**src/hdl/nsf_pkg.sv**
```systemverilog
// Package for the NMEA sentence framer: phase and kind codes, character constants,
// the result word type and the hex digit decoder.
// No dependencies.
package nsf_pkg;

	// Parser phase within one sentence.
	typedef enum logic [1:0] {
		PH_WAIT   = 2'd0,
		PH_BODY   = 2'd1,
		PH_DIGITS = 2'd2,
		PH_TAIL   = 2'd3
	} phase_t;

	// Sentence type codes as reported on message_kind.
	typedef enum logic [1:0] {
		KIND_RMC = 2'd0,
		KIND_GGA = 2'd1,
		KIND_GSA = 2'd2
	} kind_t;

	// Longest body that is counted and folded into the checksum.
	localparam logic [6:0] LINE_LENGTH_MAX = 7'd80;

	// Number of leading body bytes kept as the header.
	localparam int HEADER_LEN = 6;
	localparam logic [6:0] HEADER_LEN_W = 7'd6;

	// Characters that the parser recognizes.
	localparam logic [7:0] CHAR_DOLLAR = 8'h24;
	localparam logic [7:0] CHAR_STAR   = 8'h2A;
	localparam logic [7:0] CHAR_CR     = 8'h0D;
	localparam logic [7:0] CHAR_LF     = 8'h0A;
	localparam logic [7:0] CHAR_COMMA  = 8'h2C;
	localparam logic [7:0] CHAR_R      = 8'h52;
	localparam logic [7:0] CHAR_M      = 8'h4D;
	localparam logic [7:0] CHAR_C      = 8'h43;
	localparam logic [7:0] CHAR_G      = 8'h47;
	localparam logic [7:0] CHAR_S      = 8'h53;
	localparam logic [7:0] CHAR_A      = 8'h41;

	// One result word.
	typedef struct packed {
		logic [1:0] message_kind;
		logic [7:0] talker_first;
		logic [7:0] talker_second;
		logic [6:0] body_length;
		logic [7:0] checksum_value;
	} result_t;

	// Decoded hex digit.
	typedef struct packed {
		logic       ok;
		logic [3:0] val;
	} hex_t;

	// Decodes one ASCII hex digit, upper or lower case.
	function automatic hex_t hex_decode(input logic [7:0] c);
		hex_t h;
		h.ok  = 1'b0;
		h.val = c[3:0];
		if (c >= 8'h30 && c <= 8'h39) begin
			h.ok  = 1'b1;
			h.val = c[3:0];
		end else if ((c >= 8'h41 && c <= 8'h46) || (c >= 8'h61 && c <= 8'h66)) begin
			h.ok  = 1'b1;
			h.val = c[3:0] + 4'd9;
		end
		return h;
	endfunction

endpackage

```
**src/hdl/nsf_in_reg.sv**
```systemverilog
// Input register of the NMEA sentence framer: holds one received word until the
// parser takes it. Depends on nothing but the clock and reset.
module nsf_in_reg (
	input  logic       clk,
	input  logic       arst_n,
	input  logic       in_valid,
	input  logic       in_stall,
	input  logic [7:0] rx_byte,
	input  logic       consume,
	output logic       valid_s1,
	output logic [7:0] byte_s1
);

	logic accept;

	assign accept = in_valid && !in_stall;

	// Occupancy: a new word refills the stage in the same cycle the old one leaves.
	always_ff @(posedge clk or negedge arst_n) begin
		if (!arst_n) begin
			valid_s1 <= 1'b0;
		end else if (accept) begin
			valid_s1 <= 1'b1;
		end else if (consume) begin
			valid_s1 <= 1'b0;
		end
	end

	// Payload.
	always_ff @(posedge clk) begin
		if (accept) begin
			byte_s1 <= rx_byte;
		end
	end

endmodule

```
**src/hdl/nsf_parser.sv**
```systemverilog
// Sentence parser of the NMEA framer: phase machine, body count, running XOR,
// header and checksum digit stores, and the result decision. Uses nsf_pkg.
module nsf_parser
	import nsf_pkg::*;
(
	input  logic       clk,
	input  logic       arst_n,
	input  logic       step,
	input  logic [7:0] byte_in,
	output logic       produce,
	output result_t    result
);

	phase_t     phase_q, phase_d;
	logic [6:0] body_count_q;
	logic       overflowed_q;
	logic [7:0] running_xor_q;
	logic       digit_cnt_q;
	logic [7:0] digit_hi_q;
	logic [7:0] digit_lo_q;
	logic [7:0] header_q [HEADER_LEN];

	logic is_dollar, is_star, line_end;
	logic clear_sentence, body_take, overflow_set, digit_take, tail_end;
	logic header_write;
	hex_t hex_hi, hex_lo;
	logic sum_ok, header_ok, kind_ok;
	kind_t kind;

	assign is_dollar = (byte_in == CHAR_DOLLAR);
	assign is_star   = (byte_in == CHAR_STAR);
	assign line_end  = (byte_in == CHAR_CR) || (byte_in == CHAR_LF);

	// Next phase.
	always_comb begin
		phase_d = phase_q;
		unique case (phase_q)
			PH_WAIT: begin
				if (is_dollar) phase_d = PH_BODY;
			end
			PH_BODY: begin
				if (is_star) phase_d = PH_DIGITS;
				else if (line_end) phase_d = PH_WAIT;
			end
			PH_DIGITS: begin
				if (line_end) phase_d = PH_WAIT;
				else if (digit_cnt_q) phase_d = PH_TAIL;
			end
			PH_TAIL: begin
				if (line_end) phase_d = PH_WAIT;
			end
		endcase
	end

	// Datapath controls for the current word.
	always_comb begin
		clear_sentence = 1'b0;
		body_take      = 1'b0;
		overflow_set   = 1'b0;
		digit_take     = 1'b0;
		tail_end       = 1'b0;
		unique case (phase_q)
			PH_WAIT: begin
				clear_sentence = is_dollar;
			end
			PH_BODY: begin
				if (!is_star && line_end) begin
					clear_sentence = 1'b1;
				end else if (!is_star) begin
					body_take    = (body_count_q < LINE_LENGTH_MAX);
					overflow_set = !(body_count_q < LINE_LENGTH_MAX);
				end
			end
			PH_DIGITS: begin
				clear_sentence = line_end;
				digit_take     = !line_end;
			end
			PH_TAIL: begin
				clear_sentence = line_end;
				tail_end       = line_end;
			end
		endcase
	end

	assign header_write = body_take && (body_count_q < HEADER_LEN_W);

	// Checksum and header checks at the end of a line.
	assign hex_hi    = hex_decode(digit_hi_q);
	assign hex_lo    = hex_decode(digit_lo_q);
	assign sum_ok    = hex_hi.ok && hex_lo.ok && ({hex_hi.val, hex_lo.val} == running_xor_q);
	assign header_ok = (body_count_q >= HEADER_LEN_W) && (header_q[5] == CHAR_COMMA);

	always_comb begin
		kind    = KIND_RMC;
		kind_ok = 1'b0;
		if (header_q[2] == CHAR_R && header_q[3] == CHAR_M && header_q[4] == CHAR_C) begin
			kind    = KIND_RMC;
			kind_ok = 1'b1;
		end else if (header_q[2] == CHAR_G && header_q[3] == CHAR_G
				&& header_q[4] == CHAR_A) begin
			kind    = KIND_GGA;
			kind_ok = 1'b1;
		end else if (header_q[2] == CHAR_G && header_q[3] == CHAR_S
				&& header_q[4] == CHAR_A) begin
			kind    = KIND_GSA;
			kind_ok = 1'b1;
		end
	end

	assign produce = step && tail_end && !overflowed_q && sum_ok && header_ok && kind_ok;

	assign result.message_kind   = kind;
	assign result.talker_first   = header_q[0];
	assign result.talker_second  = header_q[1];
	assign result.body_length    = body_count_q;
	assign result.checksum_value = running_xor_q;

	// Control state.
	always_ff @(posedge clk or negedge arst_n) begin
		if (!arst_n) begin
			phase_q       <= PH_WAIT;
			body_count_q  <= 7'd0;
			overflowed_q  <= 1'b0;
			running_xor_q <= 8'd0;
			digit_cnt_q   <= 1'b0;
		end else if (step) begin
			phase_q <= phase_d;
			if (clear_sentence) begin
				body_count_q  <= 7'd0;
				overflowed_q  <= 1'b0;
				running_xor_q <= 8'd0;
				digit_cnt_q   <= 1'b0;
			end else begin
				if (body_take) begin
					body_count_q  <= body_count_q + 7'd1;
					running_xor_q <= running_xor_q ^ byte_in;
				end
				if (overflow_set) overflowed_q <= 1'b1;
				if (digit_take) digit_cnt_q <= 1'b1;
			end
		end
	end

	// Header and digit stores; valid only once written.
	always_ff @(posedge clk) begin
		if (step && header_write) begin
			header_q[body_count_q[2:0]] <= byte_in;
		end
		if (step && digit_take && !digit_cnt_q) begin
			digit_hi_q <= byte_in;
		end
		if (step && digit_take && digit_cnt_q) begin
			digit_lo_q <= byte_in;
		end
	end

	// The body count never passes the length limit.
	a_count_bound: assert property (@(posedge clk) disable iff (!arst_n)
		body_count_q <= LINE_LENGTH_MAX)
		else $error("body count beyond limit");

	// Overflow is flagged only with a full body.
	a_overflow_full: assert property (@(posedge clk) disable iff (!arst_n)
		overflowed_q |-> body_count_q == LINE_LENGTH_MAX)
		else $error("overflow flagged before body was full");

	// A result leaves only from the tail phase of a sentence without overflow.
	a_result_tail: assert property (@(posedge clk) disable iff (!arst_n)
		produce |-> (phase_q == PH_TAIL) && !overflowed_q)
		else $error("result outside tail phase");

	// A line end always returns the parser to waiting.
	a_line_end_waits: assert property (@(posedge clk) disable iff (!arst_n)
		step && line_end |=> phase_q == PH_WAIT)
		else $error("line end did not return to waiting");

	// While waiting, the sentence state is clear.
	a_wait_clear: assert property (@(posedge clk) disable iff (!arst_n)
		phase_q == PH_WAIT |-> body_count_q == 7'd0 && running_xor_q == 8'd0
			&& !overflowed_q)
		else $error("sentence state not clear while waiting");

endmodule

```
**src/hdl/nsf_out_reg.sv**
```systemverilog
// Output register of the NMEA sentence framer: holds one result word until the
// receiver takes it. Uses nsf_pkg for the result type.
module nsf_out_reg
	import nsf_pkg::*;
(
	input  logic       clk,
	input  logic       arst_n,
	input  logic       load,
	input  result_t    result_in,
	input  logic       out_stall,
	output logic       out_free,
	output logic       out_valid,
	output logic [1:0] message_kind,
	output logic [7:0] talker_first,
	output logic [7:0] talker_second,
	output logic [6:0] body_length,
	output logic [7:0] checksum_value
);

	result_t res_q;

	// The slot can take a word when empty or when its word leaves this cycle.
	assign out_free = !out_valid || !out_stall;

	always_ff @(posedge clk or negedge arst_n) begin
		if (!arst_n) begin
			out_valid <= 1'b0;
		end else if (load) begin
			out_valid <= 1'b1;
		end else if (!out_stall) begin
			out_valid <= 1'b0;
		end
	end

	always_ff @(posedge clk) begin
		if (load) begin
			res_q <= result_in;
		end
	end

	assign message_kind   = res_q.message_kind;
	assign talker_first   = res_q.talker_first;
	assign talker_second  = res_q.talker_second;
	assign body_length    = res_q.body_length;
	assign checksum_value = res_q.checksum_value;

endmodule

```
**src/hdl/nmea_sentence_framer_top.sv**
```systemverilog
// NMEA sentence framer top level: input register, sentence parser, output register.
// Depends on nsf_pkg, nsf_in_reg, nsf_parser and nsf_out_reg.
//
// Usage:
//   The input channel (in_valid, in_stall, rx_byte) takes one received character
//   per word. A '$' opens a sentence, '*' ends the body, two hex digits follow,
//   and CR or LF closes the line. The output channel (out_valid, out_stall and the
//   result fields) gives one word for each line whose checksum matches, whose body
//   fits LINE_LENGTH_MAX and whose header names an RMC, GGA or GSA sentence and a comma;
//   other lines give nothing. Throughput is one character per cycle while the output
//   slot is free: the parser updates its state on the character in the input register.
//   The closing CR or LF is registered in the input register, and the parser then
//   loads the result word into the output register, which raises out_valid.
//   When the receiver stalls with a result held, the parser holds its next
//   character and in_stall rises once the input register is occupied; nothing is
//   dropped. Reset clears all valid flags and returns the parser to waiting for '$'.
module nmea_sentence_framer_top
	import nsf_pkg::*;
(
	input  logic       clk,
	input  logic       arst_n,
	input  logic       in_valid,
	output logic       in_stall,
	input  logic [7:0] rx_byte,
	output logic       out_valid,
	input  logic       out_stall,
	output logic [1:0] message_kind,
	output logic [7:0] talker_first,
	output logic [7:0] talker_second,
	output logic [6:0] body_length,
	output logic [7:0] checksum_value
);

	logic       valid_s1;
	logic [7:0] byte_s1;
	logic       out_free;
	logic       step;
	logic       produce;
	result_t    result;

	// The parser steps whenever a character is held and the output slot is free.
	assign step     = valid_s1 && out_free;
	assign in_stall = valid_s1 && !out_free;

	nsf_in_reg u_in_reg (
		.clk      (clk),
		.arst_n   (arst_n),
		.in_valid (in_valid),
		.in_stall (in_stall),
		.rx_byte  (rx_byte),
		.consume  (step),
		.valid_s1 (valid_s1),
		.byte_s1  (byte_s1)
	);

	nsf_parser u_parser (
		.clk     (clk),
		.arst_n  (arst_n),
		.step    (step),
		.byte_in (byte_s1),
		.produce (produce),
		.result  (result)
	);

	nsf_out_reg u_out_reg (
		.clk            (clk),
		.arst_n         (arst_n),
		.load           (produce),
		.result_in      (result),
		.out_stall      (out_stall),
		.out_free       (out_free),
		.out_valid      (out_valid),
		.message_kind   (message_kind),
		.talker_first   (talker_first),
		.talker_second  (talker_second),
		.body_length    (body_length),
		.checksum_value (checksum_value)
	);

endmodule

```
**config.mk**
```make
export PLATFORM = sky130hd
export DESIGN_NAME = nmea_sentence_framer_top
export DESIGN_NICKNAME = d
export VERILOG_FILES = /design/src/hdl/nsf_pkg.sv /design/src/hdl/nsf_in_reg.sv /design/src/hdl/nsf_parser.sv /design/src/hdl/nsf_out_reg.sv /design/src/hdl/nmea_sentence_framer_top.sv
export SDC_FILE = /design/constraint.sdc
export NUM_CORES = 1
export LEC_CHECK = 0
export ABC_AREA = 1
export BUFFER_PORTS_ARGS = -buffer_cell sky130_fd_sc_hd__buf_2
export CAP_MARGIN = 20
export CORE_ASPECT_RATIO = 1.75
export CORE_MARGIN = 2
export CORE_UTILIZATION = 53
export CTS_CLUSTER_DIAMETER = 40
export DETAILED_ROUTE_END_ITERATION = 10
export GPL_ROUTABILITY_DRIVEN = 0
export HOLD_SLACK_MARGIN = 0.02
export PLACE_DENSITY = 0.75
export SETUP_SLACK_MARGIN = 0.1
export SLEW_MARGIN = 20
export SYNTH_ARGS = -nofsm -noshare
export SYNTH_HDL_FRONTEND = slang
export SYNTH_HIERARCHICAL = 1
export SYNTH_SLANG_ARGS = --single-unit
export TNS_END_PERCENT = 20
```
**constraint.sdc**
```tcl
create_clock -name clk -period 3.47 [get_ports clk]
set_input_delay 0.1735 -clock clk [delete_from_list [all_inputs] [get_ports clk]]
set_output_delay 0.1735 -clock clk [all_outputs]
set_load 0.02 [all_outputs]
```
==> results of run 1 <==
[cell type report]
cell class                 count  area share
sequential                   126       0.571
multi-input combinational    244       0.213
timing repair buffer          70      0.0679
clock inverter                15      0.0235
clock buffer                  17      0.0660
tap                          125      0.0243
inverter                      60      0.0349
[metal layers]
layer  GRT usage  vias up
met5           0        -
met2       0.400      120
met3      0.0631       27
met1       0.223     1678
met4       0.127        0
li1            -     1639
[sequential cells by signal, indices dropped and copies added, names as in the netlist]
register                  count
u_parser/overflowed_q         1
u_out_reg/talker_second       8
u_parser/phase_q              2
u_in_reg/byte_s1              8
u_out_reg/checksum_value      8
u_parser/header_q            48
u_parser/running_xor_q        8
u_out_reg/message_kind        2
u_out_reg/out_valid           1
u_out_reg/talker_first        8
u_out_reg/body_length         7
u_in_reg/valid_s1             1
u_parser/digit_hi_q           8
u_parser/body_count_q         7
u_parser/digit_lo_q           8
u_parser/digit_cnt_q          1
[cells by family (layout without fill, tap and decap cells)]
kind of cell	after synthesis	after routing	synth area share
fa+ha+maj	7	7	0.0165
flops	126	126	0.693
simple gates	204	204	0.187
buf+inv	68	162	0.0509
xor+xnor	21	21	0.0346
compound gates	12	12	0.0184
[through the flow]
step                      std cells  hold slack (ns)  worst slack, ns  power (mW)
after CTS                       657            0.260            0.631        4.35
after floorplan                 438           -0.122            0.236        2.45
after detailed placement        614            0.165            0.675        2.64
after global placement          614            0.175            0.766        2.61
after global routing            657            0.311            0.429        4.52
final                           657            0.254            0.674        4.34
[power by group]
group | switching, mW | internal, mW | total, mW
combinational | 0.406 | 0.218 | 0.625
clock | 0.598 | 1.11 | 1.71
sequential | 0.165 | 1.85 | 2.01
[worst max-delay path, delay by kind of cell, from the launching register on]
kind | cells | cell delay, ns
buffers and inverters | 1 | 0.34
flip-flops | 1 | 0.58
AND/OR/NAND/NOR | 9 | 1.56
[worst min-delay path by stage]
stage                start                   endpoint  slack, ns  cells past startpoint
finish              arst_n   u_parser/body_count_q[4]       0.25                      2
global route        arst_n  u_parser/running_xor_q[5]       0.31                      2
CTS                 arst_n   u_parser/body_count_q[4]       0.26                      2
detailed placement  arst_n   u_parser/body_count_q[4]       0.16                      1
global placement    arst_n  u_parser/running_xor_q[7]       0.18                      1
floorplan           arst_n          u_in_reg/valid_s1      -0.12                      0
[placed cells by master, fill, tap and decap left out, types with 2 or more instances in the layout]
master and instances:
sky130_fd_sc_hd__edfxtp_1 105, sky130_fd_sc_hd__nand2_1 78, sky130_fd_sc_hd__inv_1 59, sky130_fd_sc_hd__buf_2 46, sky130_fd_sc_hd__nor2_1 43, sky130_fd_sc_hd__dfrtp_1 21, sky130_fd_sc_hd__nand4_1 20, sky130_fd_sc_hd__xor2_1 20
sky130_fd_sc_hd__nand3_1 19, sky130_fd_sc_hd__clkbuf_16 17, sky130_fd_sc_hd__buf_4 13, sky130_fd_sc_hd__nand2_2 13, sky130_fd_sc_hd__dlygate4sd3_1 11, sky130_fd_sc_hd__nor3_1 11, sky130_fd_sc_hd__ha_1 7, sky130_fd_sc_hd__clkinv_1 6
sky130_fd_sc_hd__o21ai_0 6, sky130_fd_sc_hd__nand3b_1 4, sky130_fd_sc_hd__nor2_4 4, sky130_fd_sc_hd__nand3_2 4, sky130_fd_sc_hd__nor2_2 3, sky130_fd_sc_hd__bufinv_16 3, sky130_fd_sc_hd__clkinv_2 3, sky130_fd_sc_hd__clkinvlp_4 2
[timing repair]
action                     4_1_cts  5_1_grt
hold buffers                    11        0
setup endpoints to repair        0        0
hold endpoints to repair        31        0
==> results.md, run 1 <==
- The depth of the worst register-to-register path is 10.
- The met3 layer wire length in the routed design is 503 um.
- The startpoint of the most critical register-to-register path is u_in_reg/byte_s1[0].
- The proportion of register bits with asynchronous set or reset after synthesis is 0.167.
- The area of all placed cells without fillers is 6440 sq um.
- The share of the Yosys chip area taken by registers is 0.693.
- For this run, the total global-route usage over all layers was measured as 0.222.
- For this design, the sink count on the clock tree is 126.
- The count of nets left with antenna violations after detail routing is 0.
- CTS built an H-tree with a depth of 4.
- The overall via count from detail_route is 3464.
- The area growth from synthesis to layout is 21.3%.
- The floorplan has 48 rows.
- The cell taking the most area after synthesis is sky130_fd_sc_hd__edfxtp_1.
- Measured on the finished design, the core utilization comes to 0.658.
- The slew at the pin with the worst max-slew slack is 0.844 ns.
- Each instance of the synthesized netlist takes up on average 12.1 sq um.
- The synthesized design contains 105 enable-type register cells.
- The worst pin sits at a relative slew slack of 0.434.
- The top-area cell type share of the netlist area is 0.594.
- In this run the count of I/O pins placed on the die edge is 47.
- Once the clock tree was built, the setup fixing pass inserted 0 buffers.
- The critical path's most frequent cell is sky130_fd_sc_hd__nor2_1.
- Yosys mapped the design onto 33 distinct sky130hd cell types.
- The number of fill cells in the layout is 726.
- The CTS tree is done.
- The slowest cell on the critical path is sky130_fd_sc_hd__edfxtp_1.
- The max-slew violation count is 0.
- Registers take 3680 sq um.
- The critical path ends at u_out_reg/talker_second[6].
- In the routed design, unresolved DRC markers number 0.
- The launching instance or port of the critical path is u_in_reg/byte_s1[0].
- The full die area is 10900 sq um.
- Max-cap violations in this run came to 0.
- The final hold violation count came to 0.
- The data arrival time of the critical path is 2.90 ns.
- The synthesis warning total is 6.
- The required time at the worst-slack endpoint is 3.57 ns.
- Routed signal wires occupy layers up through met4.
- The biggest fanout along the worst timing path is 18.
- The width of the die is 79.7 um.
- The number of gates given a new drive strength after cts is 0.
- The starting density of the core is 0.543.
- After floorplanning, the core was sized to cover 9790 sq um.
- IR analysis of the VDD net gives a maximum drop of 0.492 mV.
- After detailed routing, the number of vias per cell comes to 5.27.
- The post-route minimum period is 2.80 ns.
- The maximum number of pins on one net before global-route repair is 22.
- After clock tree synthesis, the clock-pin slew on the worst setup and hold paths is 0.05 ns.
- Yosys attributes the largest share of cell area to sky130_fd_sc_hd__edfxtp_1 59%, sky130_fd_sc_hd__dfrtp_1 9.9%, sky130_fd_sc_hd__nand2_1 5.5%, sky130_fd_sc_hd__inv_1 4.2%, sky130_fd_sc_hd__xor2_1 3.3%.
- Summed over all layers, the global routing overflow is 0.
- The flop and latch count out of synthesis is 126.
- The die extent in y is 136 um.
- The number of global-route vias before repair is 3545.
- The maximum root-to-sink buffer count is 2.
- The class of the tightest hold or removal check is primary input to async pin.
- The run finished with clean final reports.
- The initial antenna violation count was 0.
- The HPWL after detailed placement is 7380 um.
- The clock arrives with 0.00953 ns of skew.
- The number of CTS-inserted buffers is 17.
- The proportion of layout cells with a drive suffix above 1 is 0.222.
- The stage delay of the slowest cell on the critical path is 0.58 ns.
- After the last flow step, the layout net total stands at 538.
- Synthesis produced a netlist whose cell count is 438.
- The accumulated negative setup slack is 0 ns.
- Walking the worst path, the cells encountered are nor2_1 -> nand3_2 -> nand2_1 -> nand3_1 -> nor2_1 -> nand4_1 -> nor2_1 -> nand3_1 -> nor2_4 -> buf_4.
- CTS placed an instance of sky130_fd_sc_hd__clkbuf_16 at the clock tree root.
- The synthesized netlist occupies a cell area of 5310 sq um.
- The total inserted antenna cells is 0.
- The maximum clock frequency is 358 MHz.
- The count of buffers from port buffering is 46.
- The post-synth net total is 457.
- The leakage power is 2.71 nW.
- The number of optimization iterations in the first detailed-route pass is 4.
- For this design the ratio of total power to cell area is 674 nW/um^2.
- In the detailed route, the total length drawn on met2 is 6160 um.
- The first global-routing pass estimated 17400 um of wire.
- For this run, the leading register cell type out of synthesis is sky130_fd_sc_hd__edfxtp_1.
- The multi-input gate area in the final layout is 1370 sq um.
- The worst setup path is captured at a flip-flop.
- The routed metal-1 wirelength is 3720 um.
- Across all register-to-register paths, the minimum setup slack is 0.67 ns.
- Setup repair after global routing left no endpoint under its margin.
- The routed wire length is 10800 um.
- The worst setup path is of the flip-flop to flip-flop kind.
- The average routed wire per standard cell is 16.4 um.
- The detailed router finished its first iteration with 189 violations.
- STA classifies the critical path startpoint as a flip-flop.
- The clock latency on the worst-skew pair is 0.41 ns.
- Summing all placed instances gives a cell area of 5760 sq um.
- The endpoint of the worst-slack reg-to-reg timing path is u_out_reg/talker_second[6].
- In the finished design, the share of the clock period the worst path needs comes to 0.806.
- The leading cell type by number of instances after synthesis is sky130_fd_sc_hd__edfxtp_1.
- The commonest cells after synthesis are 105 x sky130_fd_sc_hd__edfxtp_1, 78 x sky130_fd_sc_hd__nand2_1, 59 x sky130_fd_sc_hd__inv_1, 44 x sky130_fd_sc_hd__nor2_1, 21 x sky130_fd_sc_hd__dfrtp_1.
- The setup-violating endpoint count in the final report is 0.
No activity file was read; power rests on OpenSTA's default activity.
==> inputs of run 2 (changes only) <==
--- a/config.mk
+++ b/config.mk
@@ -10,7 +10,7 @@
 export CAP_MARGIN = 20
 export CORE_ASPECT_RATIO = 1.75
 export CORE_MARGIN = 2
-export CORE_UTILIZATION = 53
+export CORE_UTILIZATION = 55
 export CTS_CLUSTER_DIAMETER = 40
 export DETAILED_ROUTE_END_ITERATION = 10
 export GPL_ROUTABILITY_DRIVEN = 0
==> constraint.sdc (replaced) <==
create_clock -name clk -period 2.7 [get_ports clk]
set_input_delay 0.135 -clock clk [delete_from_list [all_inputs] [get_ports clk]]
set_output_delay 0.135 -clock clk [all_outputs]
set_load 0.02 [all_outputs]
==> results.md, run 2 (same netlist as run 1, synthesis figures left out) <==
- The final hold violation count is 0 (unchanged).
- The maximum root-to-sink buffer count is 2 (unchanged).
- The maximum resistive drop on vdd is 0.649 mV (+32%).
- The flip-flop count of the largest register, all copies and words added is 48 (unchanged).
- The HPWL after detailed placement was 7370 um (about the same).
- The post-route minimum period came to 2.33 ns (-0.469 ns).
- The remaining max-slew budget at the tightest pin is 0.565 (+0.131).
- The post-route total power came to 5.70 mW (+31%).
- The max-slew violation count is 0 (unchanged).
- The clock-pin transition on the worst setup and hold timing paths is 0.06 ns (about the same).
- The first-pass GRT wire length is 17300 um (-0.20%).
- In the layout the commonest cells are 105 x sky130_fd_sc_hd__edfxtp_1, 78 x sky130_fd_sc_hd__nand2_1, 59 x sky130_fd_sc_hd__inv_1.
- The accumulated negative setup slack is 0 ns (unchanged).
- The storage element area was 3680 sq um (unchanged).
- The number of DRC violations after detailed routing was 0 (unchanged).
- The leakage power came to 2.79 nW (+2.6%).
- The number of global-route vias before repair is 3575 (+0.85%).
- The number of DRC violations after detailed-routing iteration 0 was 206 (+9.0%).
- The total inserted antenna cells is 0 (unchanged).
- The starting density of the core is 0.564 (+0.0219).
- The stage delay of the slowest cell on the critical path is 0.52 ns (-0.06 ns).
- The data arrival time of the critical path is 2.45 ns (-0.45 ns).
- The number of CTS-inserted buffers came to 17 (unchanged).
- The width of the die is 78.3 um (-1.7%).
- The slowest cell on the critical path is sky130_fd_sc_hd__nor4_4.
- The most common cell after layout, fill and taps aside is sky130_fd_sc_hd__edfxtp_1.
- The CTS tree is done.
- The biggest fanout along the worst timing path is 9 (-9).
- The average routed wire per standard cell was 16.4 um (-0.12%).
- The worst setup path is launched from a flip-flop.
- The nature of the critical path endpoint is a flip-flop.
- The initial antenna violation count is 0 (unchanged).
- The die extent in y came to 134 um (-1.8%).
- The count of buffers from port buffering is 46 (unchanged).
- The number of optimization iterations in the first detailed-route pass came to 5 (+1).
- The final cycle utilization of the critical path is 0.862 (+0.0562).
- The flow ran to the end, and the final reports show no timing, DRC or antenna violations.
- The deepest level of the CTS H-tree is 4 (unchanged).
- The full die area is 10500 sq um (-3.5%).
- The maximum clock frequency is 430 MHz (+20%).
- The cell that appears most often on the critical path is sky130_fd_sc_hd__inv_1.
- The routed wire length is 10800 um (+0.64%).
- The cell area after placement is 5800 sq um (+0.72%).
- The tightest min-delay check is of the primary input to async pin type.
- The number of nets in the final layout was 546 (+1.5%).
- The setup-violating endpoint count in the final report is 0 (unchanged).
- The slew at the pin with the worst max-slew slack came to 0.650 ns (-0.194 ns).
- The cell sitting at the root of the clock tree is a sky130_fd_sc_hd__clkbuf_16.
- The required time at the worst-slack endpoint is 2.82 ns (-0.75 ns).
- The clock latency on the worst-skew pair is 0.42 ns (about the same).
- The areal power density over the cells was 872 nW/um^2 (+30%).
- The sum of overflow across all layers after global routing was 0 (unchanged).
- The count of clock tree sinks is 126 (unchanged).
- The cell row count came to 47 (-2.1%).
- The clock skew is 0.0104 ns (+0.000837 ns).
- The placeable core region is 9410 sq um (-3.9%).
- The proportion of layout cells with a drive suffix above 1 is 0.243 (+0.0208).
- The number of fill cells in the layout is 656 (-9.6%).
- The area of all placed cells without fillers came to 6540 sq um (+1.4%).
- The worst setup path is of the flip-flop to flip-flop kind.
- The I/O pin count came to 47 (unchanged).
- The layout-stage area growth over the synthesis result is 23.1%.
- The final worst slack is 0.372 ns (-0.301 ns).
- The count of nets left with antenna violations after detail routing came to 0 (unchanged).
- Setup repair after global routing left no endpoint under its margin.
- The worst setup slack before clock tree synthesis is 0.350 ns (-0.325 ns).
- The total track usage was 0.225 (+0.00319).
- The vias per cell is 5.20 (-1.4%).
- The multi-input gate area in the final layout is 1370 sq um (unchanged).
- Traced cell by cell, the critical path runs through nand2_2 -> nand2_1 -> inv_1 -> inv_1 -> nor4_4 -> nand3_2 -> nor3_1 -> buf_4.
- The number of maximum-capacitance violations is 0 (unchanged).
- The overall via count from detail_route was 3441 (-0.66%).
- The maximum number of pins on one net before global-route repair was 22 (unchanged).
## run 2: stage by stage
step / util / cells / hold WS [ns]
CTS: 0.693 / 660 / 0.221
global route: 0.695 / 662 / 0.257
detailed placement: 0.616 / 617 / 0.128
global placement: 0.616 / 617 / 0.125
finish: 0.695 / 662 / 0.211
floorplan: - / 438 / -0.161
## run 2: worst paths after layout
kind,from,to,slack [ns],cells after the start
hold / removal,arst_n,u_parser/running_xor_q[0],0.21,2
setup / recovery,u_out_reg/out_valid,u_parser/header_q[1][4],0.37,8
setup reg to reg,u_out_reg/out_valid,u_parser/header_q[1][4],0.37,8
max in group asynchronous,arst_n,u_parser/running_xor_q[2],2.15,2
min in group clk,u_parser/header_q[1][1],u_out_reg/talker_second[1],0.42,0
hold reg to reg,u_parser/header_q[1][1],u_out_reg/talker_second[1],0.42,0
## run 2: critical path, delay by kind of cell, from the launching register on
family / cells / cell delay [ns]
buf+inv: 3 / 0.61
flops: 1 / 0.39
simple gates: 5 / 1.02
## run 2: cell type report
type	count	area share
flip-flops and latches	126	0.563
multi-input cells	244	0.210
clock buffers	23	0.0779
repair buffers	78	0.0762
inverters	60	0.0345
well taps	122	0.0234
clock inverters	9	0.0157
## run 2: what timing repair did
item                       in CTS  in global routing
hold buffers                   11                  0
resized for setup               0                  0
buffers inserted                0                  2
hold endpoints to repair       31                  0
setup endpoints to repair       0                 33
## run 2: per-layer routing
layer | global-route usage | vias up | routed length, um | share of wire
met2 | 0.411 | 106 | 6290 | 0.58
li1 | - | 1652 | - | -
met5 | 0 | - | 0 | 0
met3 | 0.0653 | 23 | 508 | 0.047
met4 | 0.129 | 0 | 289 | 0.027
met1 | 0.222 | 1660 | 3740 | 0.35
## run 2: where the power goes
part / switching [mW] / total [mW] / internal (mW)
Clock: 0.776 / 2.28 / 1.51
Combinational: 0.551 / 0.856 / 0.305
Sequential: 0.192 / 2.56 / 2.37
